File: config.mk
export PLATFORM = sky130hd
export DESIGN_NAME = quota_round_robin_class_dispatcher
export DESIGN_NICKNAME = d
export VERILOG_FILES = /design/src/qrrd_pkg.sv /design/src/qrrd_pick.sv /design/src/quota_round_robin_class_dispatcher.sv
export SDC_FILE = /design/constraint.sdc
export NUM_CORES = 1
export LEC_CHECK = 0
export ABC_CLOCK_PERIOD_IN_PS = 15100
export BUFFER_PORTS_ARGS = -buffer_cell sky130_fd_sc_hd__buf_4
export CAP_MARGIN = 20
export CORE_MARGIN = 8
export CORE_UTILIZATION = 65
export CTS_CLUSTER_DIAMETER = 60
export DETAILED_ROUTE_END_ITERATION = 8
export PLACE_DENSITY = 0.88
export SLEW_MARGIN = 25
export SYNTH_ARGS = -nofsm -noshare
export SYNTH_HDL_FRONTEND = slang
export SYNTH_SLANG_ARGS = --single-unit
File: constraint.sdc
create_clock -name clk -period 15.1 [get_ports clk]
set_input_delay 0.755 -clock clk [delete_from_list [all_inputs] [get_ports clk]]
set_output_delay 0.755 -clock clk [all_outputs]
set_load 0.02 [all_outputs]
File: src/qrrd_pkg.sv
`default_nettype none
package qrrd_pkg;

	localparam int CMD_W   = 2;
	localparam int CLASS_W = 2;
	localparam int QUOTA_W = 8;
	localparam int CFG_IDX_W = 2;
	localparam int NUM_CLASSES = 4;
	localparam int NUM_SPECIALISTS = 3;

	// commands
	localparam logic [CMD_W-1:0] CMD_ENQ = 2'd0;
	localparam logic [CMD_W-1:0] CMD_FIN = 2'd1;
	localparam logic [CMD_W-1:0] CMD_REQ = 2'd2;
	localparam logic [CMD_W-1:0] CMD_NOP = 2'd3;

	// classes
	localparam logic [CLASS_W-1:0] CLS_GENERAL = 2'd0;
	localparam logic [CLASS_W-1:0] CLS_SPEC1   = 2'd1;
	localparam logic [CLASS_W-1:0] CLS_SPEC2   = 2'd2;
	localparam logic [CLASS_W-1:0] CLS_SPEC3   = 2'd3;

	// configuration register indexes
	localparam logic [CFG_IDX_W-1:0] REG_QUOTA_SPEC1 = 2'd0;
	localparam logic [CFG_IDX_W-1:0] REG_QUOTA_SPEC2 = 2'd1;
	localparam logic [CFG_IDX_W-1:0] REG_QUOTA_SPEC3 = 2'd2;

	localparam logic [QUOTA_W-1:0] QUOTA_RESET = 8'd4;

	typedef struct packed {
		logic [CMD_W-1:0]   cmd;
		logic [CLASS_W-1:0] work_class;
	} item_t;

	typedef struct packed {
		logic               grant_valid;
		logic [CLASS_W-1:0] grant_class;
		logic               rejected;
	} result_t;

	typedef struct packed {
		logic               valid;
		logic [CLASS_W-1:0] cls;
		logic [CLASS_W-1:0] next_ptr;
	} pick_t;

endpackage
`default_nettype wire

File: src/qrrd_pick.sv
`default_nettype none
// Grant choice: general first, then round-robin over the specialists.
module qrrd_pick (
	input  logic [qrrd_pkg::NUM_CLASSES-1:0]     pend_nz,
	input  logic [qrrd_pkg::NUM_SPECIALISTS-1:0] under,
	input  logic [qrrd_pkg::CLASS_W-1:0]         ptr,
	output qrrd_pkg::pick_t                      pick
);

	localparam int NS = qrrd_pkg::NUM_SPECIALISTS;

	logic [NS-1:0] spec_nz;
	logic [NS-1:0] ready;

	assign spec_nz = pend_nz[NS:1];

	// over quota is still taken when no other specialist has work
	always_comb begin
		for (int k = 0; k < NS; k++) begin
			ready[k] = spec_nz[k] &&
				(under[k] || ((spec_nz & ~(NS'(1) << k)) == '0));
		end
	end

	always_comb begin
		logic [1:0] base;
		logic [2:0] sum;
		logic [1:0] j;
		logic       found;
		logic [1:0] sel;
		case (ptr)
			qrrd_pkg::CLS_SPEC2: base = 2'd1;
			qrrd_pkg::CLS_SPEC3: base = 2'd2;
			default:             base = 2'd0;
		endcase
		found = 1'b0;
		sel   = 2'd0;
		for (int k = 0; k < NS; k++) begin
			sum = 3'(base) + 3'(k);
			j   = (sum >= 3'(NS)) ? 2'(sum - 3'(NS)) : sum[1:0];
			if (!found && ready[j]) begin
				found = 1'b1;
				sel   = j;
			end
		end
		pick.valid    = 1'b0;
		pick.cls      = qrrd_pkg::CLS_GENERAL;
		pick.next_ptr = ptr;
		if (pend_nz[qrrd_pkg::CLS_GENERAL]) begin
			pick.valid = 1'b1;
		end else if (found) begin
			pick.valid    = 1'b1;
			pick.cls      = sel + 2'd1;
			pick.next_ptr = (sel == 2'd2) ? qrrd_pkg::CLS_SPEC1 : sel + 2'd2;
		end
	end

endmodule
`default_nettype wire

File: src/quota_round_robin_class_dispatcher.sv
`default_nettype none
// Quota round-robin class dispatcher. Takes one command word per cycle
// (enqueue, finish, request or no-op on one of four classes) whenever start
// is high; busy never rises, so a word may follow in every cycle. Each word
// yields exactly one result word, shown on result for one cycle with done
// high. The command is captured in the input register; the count update and
// grant choice then load the result register, so done is high in the cycle
// after that load. The receiver cannot stall, so it must take the result in
// the cycle that done is high. Quota writes on the cfg port are always ready
// and should be made only while no command is in flight. There is no
// clearing pass after reset.
module quota_round_robin_class_dispatcher #(
	parameter int PENDING_MAX = 255,
	parameter int ACTIVE_MAX  = 255
) (
	input  logic                               clk,
	input  logic                               arst_n,
	input  logic                               start,
	output logic                               busy,
	input  qrrd_pkg::item_t                    item,
	output logic                               done,
	output qrrd_pkg::result_t                  result,
	input  logic                               cfg_valid,
	output logic                               cfg_ready,
	input  logic [qrrd_pkg::CFG_IDX_W-1:0]     cfg_index,
	input  logic [qrrd_pkg::QUOTA_W-1:0]       cfg_data
);

	localparam int NC = qrrd_pkg::NUM_CLASSES;
	localparam int NS = qrrd_pkg::NUM_SPECIALISTS;
	localparam int PW = $clog2(PENDING_MAX + 1);
	localparam int AW = $clog2(ACTIVE_MAX + 1);
	// compare width for active count against an 8-bit quota
	localparam int CW = (AW > qrrd_pkg::QUOTA_W) ? AW : qrrd_pkg::QUOTA_W;

	// Input register
	logic            valid_s1;
	qrrd_pkg::item_t item_s1;

	// State
	logic [PW-1:0]                pending_q [NC];
	logic [AW-1:0]                active_q  [NC];
	logic [qrrd_pkg::QUOTA_W-1:0] quota_q   [NS];
	logic [qrrd_pkg::CLASS_W-1:0] ptr_q;

	// Result register
	logic              done_s2;
	qrrd_pkg::result_t result_s2;

	// Next-state values
	logic [PW-1:0]                pending_d [NC];
	logic [AW-1:0]                active_d  [NC];
	logic [qrrd_pkg::CLASS_W-1:0] ptr_d;
	qrrd_pkg::result_t            result_d;

	logic [NC-1:0]   pend_nz;
	logic [NS-1:0]   under;
	qrrd_pkg::pick_t pick;

	assign busy      = 1'b0;
	assign cfg_ready = 1'b1;
	assign done      = done_s2;
	assign result    = result_s2;

	// Capture each accepted word
	always_ff @(posedge clk or negedge arst_n) begin
		if (!arst_n) begin
			valid_s1 <= 1'b0;
		end else begin
			valid_s1 <= start && !busy;
		end
	end

	always_ff @(posedge clk) begin
		if (start && !busy) begin
			item_s1 <= item;
		end
	end

	// Class status for the grant choice
	always_comb begin
		for (int c = 0; c < NC; c++) begin
			pend_nz[c] = (pending_q[c] != '0);
		end
		for (int s = 0; s < NS; s++) begin
			under[s] = CW'(active_q[s+1]) < CW'(quota_q[s]);
		end
	end

	qrrd_pick u_pick (
		.pend_nz (pend_nz),
		.under   (under),
		.ptr     (ptr_q),
		.pick    (pick)
	);

	// Count updates and result for the word in the input register
	always_comb begin
		logic [qrrd_pkg::CLASS_W-1:0] cls;
		cls = item_s1.work_class;
		for (int c = 0; c < NC; c++) begin
			pending_d[c] = pending_q[c];
			active_d[c]  = active_q[c];
		end
		ptr_d    = ptr_q;
		result_d = '0;
		if (valid_s1) begin
			case (item_s1.cmd)
				qrrd_pkg::CMD_ENQ: begin
					// drop the enqueue when pending is full
					if (pending_q[cls] == PW'(PENDING_MAX)) begin
						result_d.rejected = 1'b1;
					end else begin
						pending_d[cls] = pending_q[cls] + PW'(1);
					end
				end
				qrrd_pkg::CMD_FIN: begin
					// flag a finish with nothing active
					if (active_q[cls] == '0) begin
						result_d.rejected = 1'b1;
					end else begin
						active_d[cls] = active_q[cls] - AW'(1);
					end
				end
				qrrd_pkg::CMD_REQ: begin
					if (pick.valid) begin
						result_d.grant_valid = 1'b1;
						result_d.grant_class = pick.cls;
						pending_d[pick.cls]  = pending_q[pick.cls] - PW'(1);
						// hold the active count at its ceiling
						if (active_q[pick.cls] != AW'(ACTIVE_MAX)) begin
							active_d[pick.cls] = active_q[pick.cls] + AW'(1);
						end
						ptr_d = pick.next_ptr;
					end
				end
				default: begin
				end
			endcase
		end
	end

	// Advance state and load the result register
	always_ff @(posedge clk or negedge arst_n) begin
		if (!arst_n) begin
			for (int c = 0; c < NC; c++) begin
				pending_q[c] <= '0;
				active_q[c]  <= '0;
			end
			ptr_q   <= qrrd_pkg::CLS_SPEC1;
			done_s2 <= 1'b0;
		end else begin
			for (int c = 0; c < NC; c++) begin
				pending_q[c] <= pending_d[c];
				active_q[c]  <= active_d[c];
			end
			ptr_q   <= ptr_d;
			done_s2 <= valid_s1;
		end
	end

	always_ff @(posedge clk) begin
		result_s2 <= result_d;
	end

	// Quota registers; writes to an unused index are dropped
	always_ff @(posedge clk or negedge arst_n) begin
		if (!arst_n) begin
			for (int s = 0; s < NS; s++) begin
				quota_q[s] <= qrrd_pkg::QUOTA_RESET;
			end
		end else if (cfg_valid && cfg_ready) begin
			case (cfg_index)
				qrrd_pkg::REG_QUOTA_SPEC1: quota_q[0] <= cfg_data;
				qrrd_pkg::REG_QUOTA_SPEC2: quota_q[1] <= cfg_data;
				qrrd_pkg::REG_QUOTA_SPEC3: quota_q[2] <= cfg_data;
				default: begin
				end
			endcase
		end
	end

endmodule
`default_nettype wire

==> reports/results.txt, run 1 <==
share of the synthesized area in the top cell type -> 33.0%
syn nets -> 715
status -> finished clean
Area Overhead vs Synth -> 7.24%
pwr dens -> 250 nW/um^2
Final setup viols -> 0
share of cells above drive strength 1 -> 17.8%
Antenna diodes -> 0
post-route clock period utilization -> 39.3%
nets -> 727
IO Pins -> 25
CTS tree -> done
Worst Hold Class -> in -> async
ys flop type -> dfrtp_1
final worst-path setup slack -> 9.17 ns
Yosys reg bits -> 100
crit path launch type -> flop
CP Class -> reg -> reg
critical path arrival -> 6.23 ns
CP endpoint kind -> flop
Unique masters post-synth -> 89
Post-synth EDFFs -> 4
Rows -> 37
Clock Latency Late Sink -> 0.41 ns
slew margin rel. -> 31.4%
DR WL/cell -> 25.6 um
Fin Hold WS -> 0.298 ns
HPWL Detailed -> 15.4 mm
count of max-cap constraint violations -> 0
initial core utilization -> 65.8%
CP required -> 15.40 ns
cells after synthesis -> 670
max-slew violation count -> 0
vias per cell -> 7.10
Die W -> 117 um
Synth area leaders -> dfrtp_1 33%, ha_1 5.1%, mux4_2 5.1%, nand2_1 4.9%, o21ai_0 3.2%
unrepaired setup endpoints after global routing -> no
post-CTS sizing -> 0
full die area -> 13800 um^2
largest net degree at the start of global routing -> 57
initial antenna violation count -> 0
worst slew pin tran -> 1.03 ns
Setup TNS Final -> 0 ns
Clock Sinks -> 100
clock skew -> 0.0216 ns
Die H -> 117 um
Pleak -> 3.02 nW
vias post-DR -> 5842
routability cong. -> 0.959
vias in the first global route -> 5653
Max Freq -> 169 MHz
post-route ant nets -> 0
CTS Buf Count -> 9
Ys Warns -> 0
Hold-fix buffers, CTS -> 0
clock root buffer master -> clkbuf_8
Cell Area, Synth -> 6670 um^2
cell taking the most area after synthesis -> dfrtp_1
1st-iter DRT viols -> 810
register area share after synthesis -> 37.6%
First-pass DRT Iterations -> 6
Post CTS Setup Buffer Count -> 0
core area -> 10100 um^2
Mean Syn Cell Area -> 9.96 um^2
grt ovf -> 0
first-pass GRT wire length -> 32.9 mm
H-tree depth -> 3
pre-CTS WS -> 9.06 ns
final hold violation count -> 0
Max IR drop VDD -> 0.222 mV
asr flop ratio synth -> 92.0%
Final min period -> 5.93 ns
CP Max Fanout -> 25
clk slew on worst S/H paths -> 0.11 ns
final wirelength -> 21.1 mm
clock buffer depth -> 2
gr usage total -> 30.5%
Residual DRC -> 0
Port Buffer Count -> 22
Total Power -> 1.79 mW
## metal layers
| layer | track usage, % | up-vias | part of all wire, % |
|---|---|---|---|
| li1 | - | 2528 | - |
| met1 | 42.0 | 2834 | 40 |
| met2 | 44.4 | 410 | 44 |
| met3 | 9.45 | 70 | 13 |
| met4 | 10.7 | 0 | 2.8 |
| met5 | 0 | - | 0 |
## layout by cell type, fill, tap and decap left out, types with 12 or more instances in the layout
master / netlist / routed
a21oi_1: 20 / 19
a22o_1: 19 / 19
buf_4: 2 / 30
dfrtp_1: 88 / 88
ha_1: 27 / 26
inv_1: 37 / 37
mux2_2: 18 / 18
mux2i_1: 12 / 12
mux4_2: 15 / 15
nand2_1: 87 / 87
nor2_1: 41 / 41
nor3_1: 13 / 12
o21ai_0: 43 / 43
o21ai_1: 12 / 12
o221ai_1: 19 / 19
o22ai_1: 12 / 12
## power breakdown
part	switching, mW	internal [mW]	leakage (nW)
clock	0.0973	0.0979	0.103
combinational	0.675	0.445	1.69
sequential	0.110	0.360	1.23
## registers in the layout (all words and copies together) (netlist names)
register and flops:
quota_q 24, ptr_q 2, item_s1 4, done 1
valid_s1 1, pending_q 32, active_q 32, result 4
## per-stage QoR
step	std cells	utilization, %	instance area (um^2)
after detailed placement	807	68.4	6930
after global routing	823	70.6	7150
after floorplan	670	-	6670
after CTS	823	70.5	7150
after global placement	807	68.3	6930
final	823	70.6	7150
## final timing paths
| check | start | end | slack [ns] | cells past startpoint |
|---|---|---|---|---|
| hold / removal | arst_n | pending_q[27] | 0.30 | 1 |
| hold reg to reg | quota_q[1] | quota_q[1] | 0.51 | 1 |
| min in group clk | start | valid_s1 | 0.51 | 1 |
| setup / recovery | active_q[9] | active_q[6] | 9.17 | 19 |
| max in group asynchronous | arst_n | active_q[2] | 13.66 | 2 |
| setup reg to reg | active_q[9] | active_q[6] | 9.17 | 19 |
## synth_stat cells (all sizes together) (8+ instances only)
library cell,count
a21oi,22
a22o,19
and2,8
buf,10
clkbuf,19
dfrtp,88
ha,27
inv,37
mux2,18
mux2i,13
mux4,16
nand2,87
nand3,12
nor2,42
nor3,14
o21ai,56
o221ai,23
o22ai,12
xnor2,12
xor2,10
## critical path, stage by stage, from the launching register on
cell	delay, ns
dfrtp_1	0.44
ha_1	0.23
nor3b_1	0.21
o21ai_0	0.18
a211oi_1	0.65
o21ai_4	0.20
nor3_4	0.47
inv_1	0.14
ha_2	0.78
nand2b_1	0.24
a31oi_2	0.08
nor2_1	0.17
a221o_1	0.32
ha_1	0.32
inv_1	0.08
a2111oi_1	0.46
nand4_1	0.20
xnor2_1	0.32
inv_1	0.10
o221ai_1	0.19
## cells by family after synthesis
kind of cell               after synthesis  share of synthesized area [%]
and+or+nand+nor                        212                           16.8
other                                    2                          0.113
buffers and inverters                   66                           4.24
DFF                                    100                           37.6
muxes                                   47                           10.5
xor gates and xnor gates                22                           3.11
AOI/OAI and AO/OA                      194                           22.5
adders and majority gates               27                           5.06
## cell type report
class,count,area (um^2)
timing repair buffer,30,225
clock inverter,4,75.1
fill,749,2980
tap,136,170
multi-input combinational,504,3890
sequential,100,2510
clock buffer,12,145
inverter,37,139
Note: power is estimated with default switching activity, not from simulation.
==> inputs of run 2 (changes only) <==
--- a/config.mk
+++ b/config.mk
@@ -5,14 +5,15 @@
 export SDC_FILE = /design/constraint.sdc
 export NUM_CORES = 1
 export LEC_CHECK = 0
-export ABC_CLOCK_PERIOD_IN_PS = 15100
+export ABC_AREA = 1
+export ABC_CLOCK_PERIOD_IN_PS = 5800
 export BUFFER_PORTS_ARGS = -buffer_cell sky130_fd_sc_hd__buf_4
 export CAP_MARGIN = 20
 export CORE_MARGIN = 8
-export CORE_UTILIZATION = 65
+export CORE_UTILIZATION = 63
 export CTS_CLUSTER_DIAMETER = 60
 export DETAILED_ROUTE_END_ITERATION = 8
-export PLACE_DENSITY = 0.88
+export PLACE_DENSITY = 0.86
 export SLEW_MARGIN = 25
 export SYNTH_ARGS = -nofsm -noshare
 export SYNTH_HDL_FRONTEND = slang
==> constraint.sdc (replaced) <==
create_clock -name clk -period 5.8 [get_ports clk]
set_input_delay 0.29 -clock clk [delete_from_list [all_inputs] [get_ports clk]]
set_output_delay 0.29 -clock clk [all_outputs]
set_load 0.02 [all_outputs]
==> run 2 against run 1 <==
Net effect:
- count of clock-buffer cells in the layout fell by 2
- flip-flop and latch count unchanged
- global-route usage is 1.4 points lower
- cell count increased by 45%
- sequential power rose by 120%
- wire length is 0.91% higher
- first-iteration DRC count decreased by 1.1%
- critical path depth increased by 16
- synthesized area up 8.4%
==> reports/results.txt, run 2 <==
status -> finished clean
vias post-DR -> 7158 (+23%)
initial antenna violation count -> 0 (unchanged)
gr usage total -> 29.2% (-1.4 points)
vias in the first global route -> 6569 (+16%)
Post CTS Setup Buffer Count -> 0 (unchanged)
IO Pins -> 25 (unchanged)
initial core utilization -> 63.9% (-1.9 points)
Port Buffer Count -> 22 (unchanged)
Max IR drop VDD -> 0.254 mV (+14%)
Die H -> 123 um (+5.0%)
largest stage delay on the critical path -> 0.53 ns (-0.25 ns)
first-pass GRT wire length -> 34.1 mm (+3.6%)
worst slew pin tran -> 1.07 ns (+0.0458 ns)
asr flop ratio synth -> 92.0% (unchanged)
max-slew violation count -> 0 (unchanged)
H-tree depth -> 3 (unchanged)
Rows -> 39 (+5.4%)
Unique masters post-synth -> 50 (-44%)
share of the synthesized area in the top cell type -> 30.4% (-2.6 points)
post-route ant nets -> 0 (unchanged)
Die W -> 123 um (+5.0%)
Worst Hold Class -> in -> reg
ys flop type -> dfrtp_1
cells after synthesis -> 1026 (+53%)
Max Freq -> 203 MHz (+20%)
crit path launch type -> flop
CTS Buf Count -> 9 (unchanged)
Mean Syn Cell Area -> 7.05 um^2 (-29%)
slew margin rel. -> 28.1% (-3.3 points)
1st-iter DRT viols -> 801 (-1.1%)
Antenna diodes -> 0 (unchanged)
unrepaired setup endpoints after global routing -> no
CP most frequent cell -> nand2_1
cell taking the most area after synthesis -> dfrtp_1
critical path arrival -> 5.24 ns (-0.99 ns)
Pleak -> 3.93 nW (+30%)
fin util -> 68.7% (-1.9 points)
Synth area leaders -> dfrtp_1 30%, nand2_1 16%, inv_1 6.3%, nor2_1 5.1%, ha_1 4.7%
post-route clock period utilization -> 85.1% (+46 points)
Yosys reg bits -> 100 (unchanged)
CP endpoint kind -> flop
DR WL/cell -> 17.9 um (-30%)
CTS tree -> done
Clock Sinks -> 100 (unchanged)
Final min period -> 4.94 ns (-0.993 ns)
full die area -> 15200 um^2 (+10%)
syn nets -> 1071 (+50%)
post-CTS sizing -> 0 (unchanged)
Final setup viols -> 0 (unchanged)
most frequent cell after synthesis -> nand2_1
First-pass DRT Iterations -> 5 (-1)
clock skew -> 0.0147 ns (-0.00696 ns)
most frequent cells in the layout -> 309 x nand2_1, 122 x inv_1, 98 x nor2_1, 88 x dfrtp_1, 63 x nand3_1
clk slew on worst S/H paths -> 0.07 ns (-0.04 ns)
Setup TNS Final -> 0 ns (unchanged)
vias per cell -> 6.01 (-15%)
clock root buffer master -> clkbuf_16
Clock Latency Late Sink -> 0.37 ns (-0.04 ns)
clock buffer depth -> 2 (unchanged)
final hold violation count -> 0 (unchanged)
Residual DRC -> 0 (unchanged)
Cell Area, Synth -> 7230 um^2 (+8.4%)
Commonest cells post-synth -> 309 x nand2_1, 122 x inv_1, 98 x nor2_1, 88 x dfrtp_1, 63 x nand3_1
largest registers in the final layout -> active_q (32), pending_q (32), quota_q (24)
register area share after synthesis -> 34.7% (-2.9 points)
share of cells above drive strength 1 -> 13.2% (-4.6 points)
pwr dens -> 362 nW/um^2 (+45%)
slowest cell on the critical path -> dfstp_2
CP required -> 6.10 ns (-9.30 ns)
grt ovf -> 0 (unchanged)
fill cell count -> 980 (+31%)
routability cong. -> 1.02 (+6.0%)
count of max-cap constraint violations -> 0 (unchanged)
core area -> 11300 um^2 (+12%)
HPWL Detailed -> 16.1 mm (+3.9%)
largest net degree at the start of global routing -> 67 (+18%)
most common cell after layout, fill and taps aside -> nand2_1
Post-synth EDFFs -> 4 (unchanged)
CP Max Fanout -> 13 (-48%)
Ys Warns -> 0 (unchanged)
nets -> 1088 (+50%)
final wirelength -> 21.3 mm (+0.91%)
Area Overhead vs Synth -> 7.47%
CP Class -> reg -> reg
[run 2: final timing paths]
path / slack [ns] / to / cells past startpoint / start
setup reg to reg: 0.86 / active_q[27] / 35 / quota_q[2]
min in group asynchronous: 0.38 / pending_q[3] / 2 / arst_n
setup / recovery: 0.86 / active_q[27] / 35 / quota_q[2]
hold reg to reg: 0.45 / done / 0 / valid_s1
max in group asynchronous: 4.29 / active_q[23] / 3 / arst_n
hold / removal: 0.08 / valid_s1 / 1 / start
[run 2: power breakdown]
| part | internal, mW | switching, mW | leakage (nW) | total, mW |
|---|---|---|---|---|
| logic | 0.389 | 0.814 | 2.56 | 1.20 |
| registers | 0.869 | 0.150 | 1.23 | 1.02 |
| clock network | 0.301 | 0.292 | 0.141 | 0.593 |
[run 2: kinds of logic after synthesis]
group,share of synthesized area (%)
buf+inv,9.82
flops,34.7
other cells,0.104
xor+xnor,1.69
simple gates,36.6
fa+ha+maj,4.67
compound gates,12.4
[run 2: final cells by class]
class / count / area (um^2) / area share [%]
repair buffers: 29 / 220 / 2.83
clock inverters: 6 / 55.1 / 0.708
multi-input cells: 753 / 4020 / 51.7
well taps: 143 / 179 / 2.30
clock buffers: 10 / 229 / 2.94
inverters: 150 / 568 / 7.31
flip-flops and latches: 100 / 2510 / 32.2
[run 2: layer usage]
layer	global-route usage (%)	up-vias	share of wire, %
li1	-	3346	-
met4	14.1	0	4.1
met2	41.4	504	41
met3	7.35	70	13
met5	0	-	0
met1	40.7	3238	42
[run 2: stage by stage]
stage	area (um^2)	setup WS [ns]	power [mW]	instances	hold WS (ns)
5_1_grt	7770	0.304	2.99	1191	0.0878
4_1_cts	7770	0.986	2.78	1191	0.0785
2_1_floorplan	7230	1.65	1.90	1026	-0.00559
6_report	7770	0.864	2.81	1191	0.0806
3_5_place_dp	7480	1.01	2.19	1174	0.230
3_3_place_gp	7480	1.20	2.17	1174	0.224
[run 2: timing repair]
| action | 4_1_cts | 5_1_grt |
|---|---|---|
| endpoints found under the hold margin | 25 | 0 |
| setup endpoints to repair | 0 | 0 |
| hold buffers | 1 | 0 |
[run 2: critical path, delay by kind of cell (launching register included)]
kind	cells	cell delay (ns)
buffers and inverters	5	0.52
flip-flops	1	0.53
adder cells (fa/ha/maj)	3	0.90
AO/OA/AOI/OAI	3	0.32
AND/OR/NAND/NOR	24	2.61
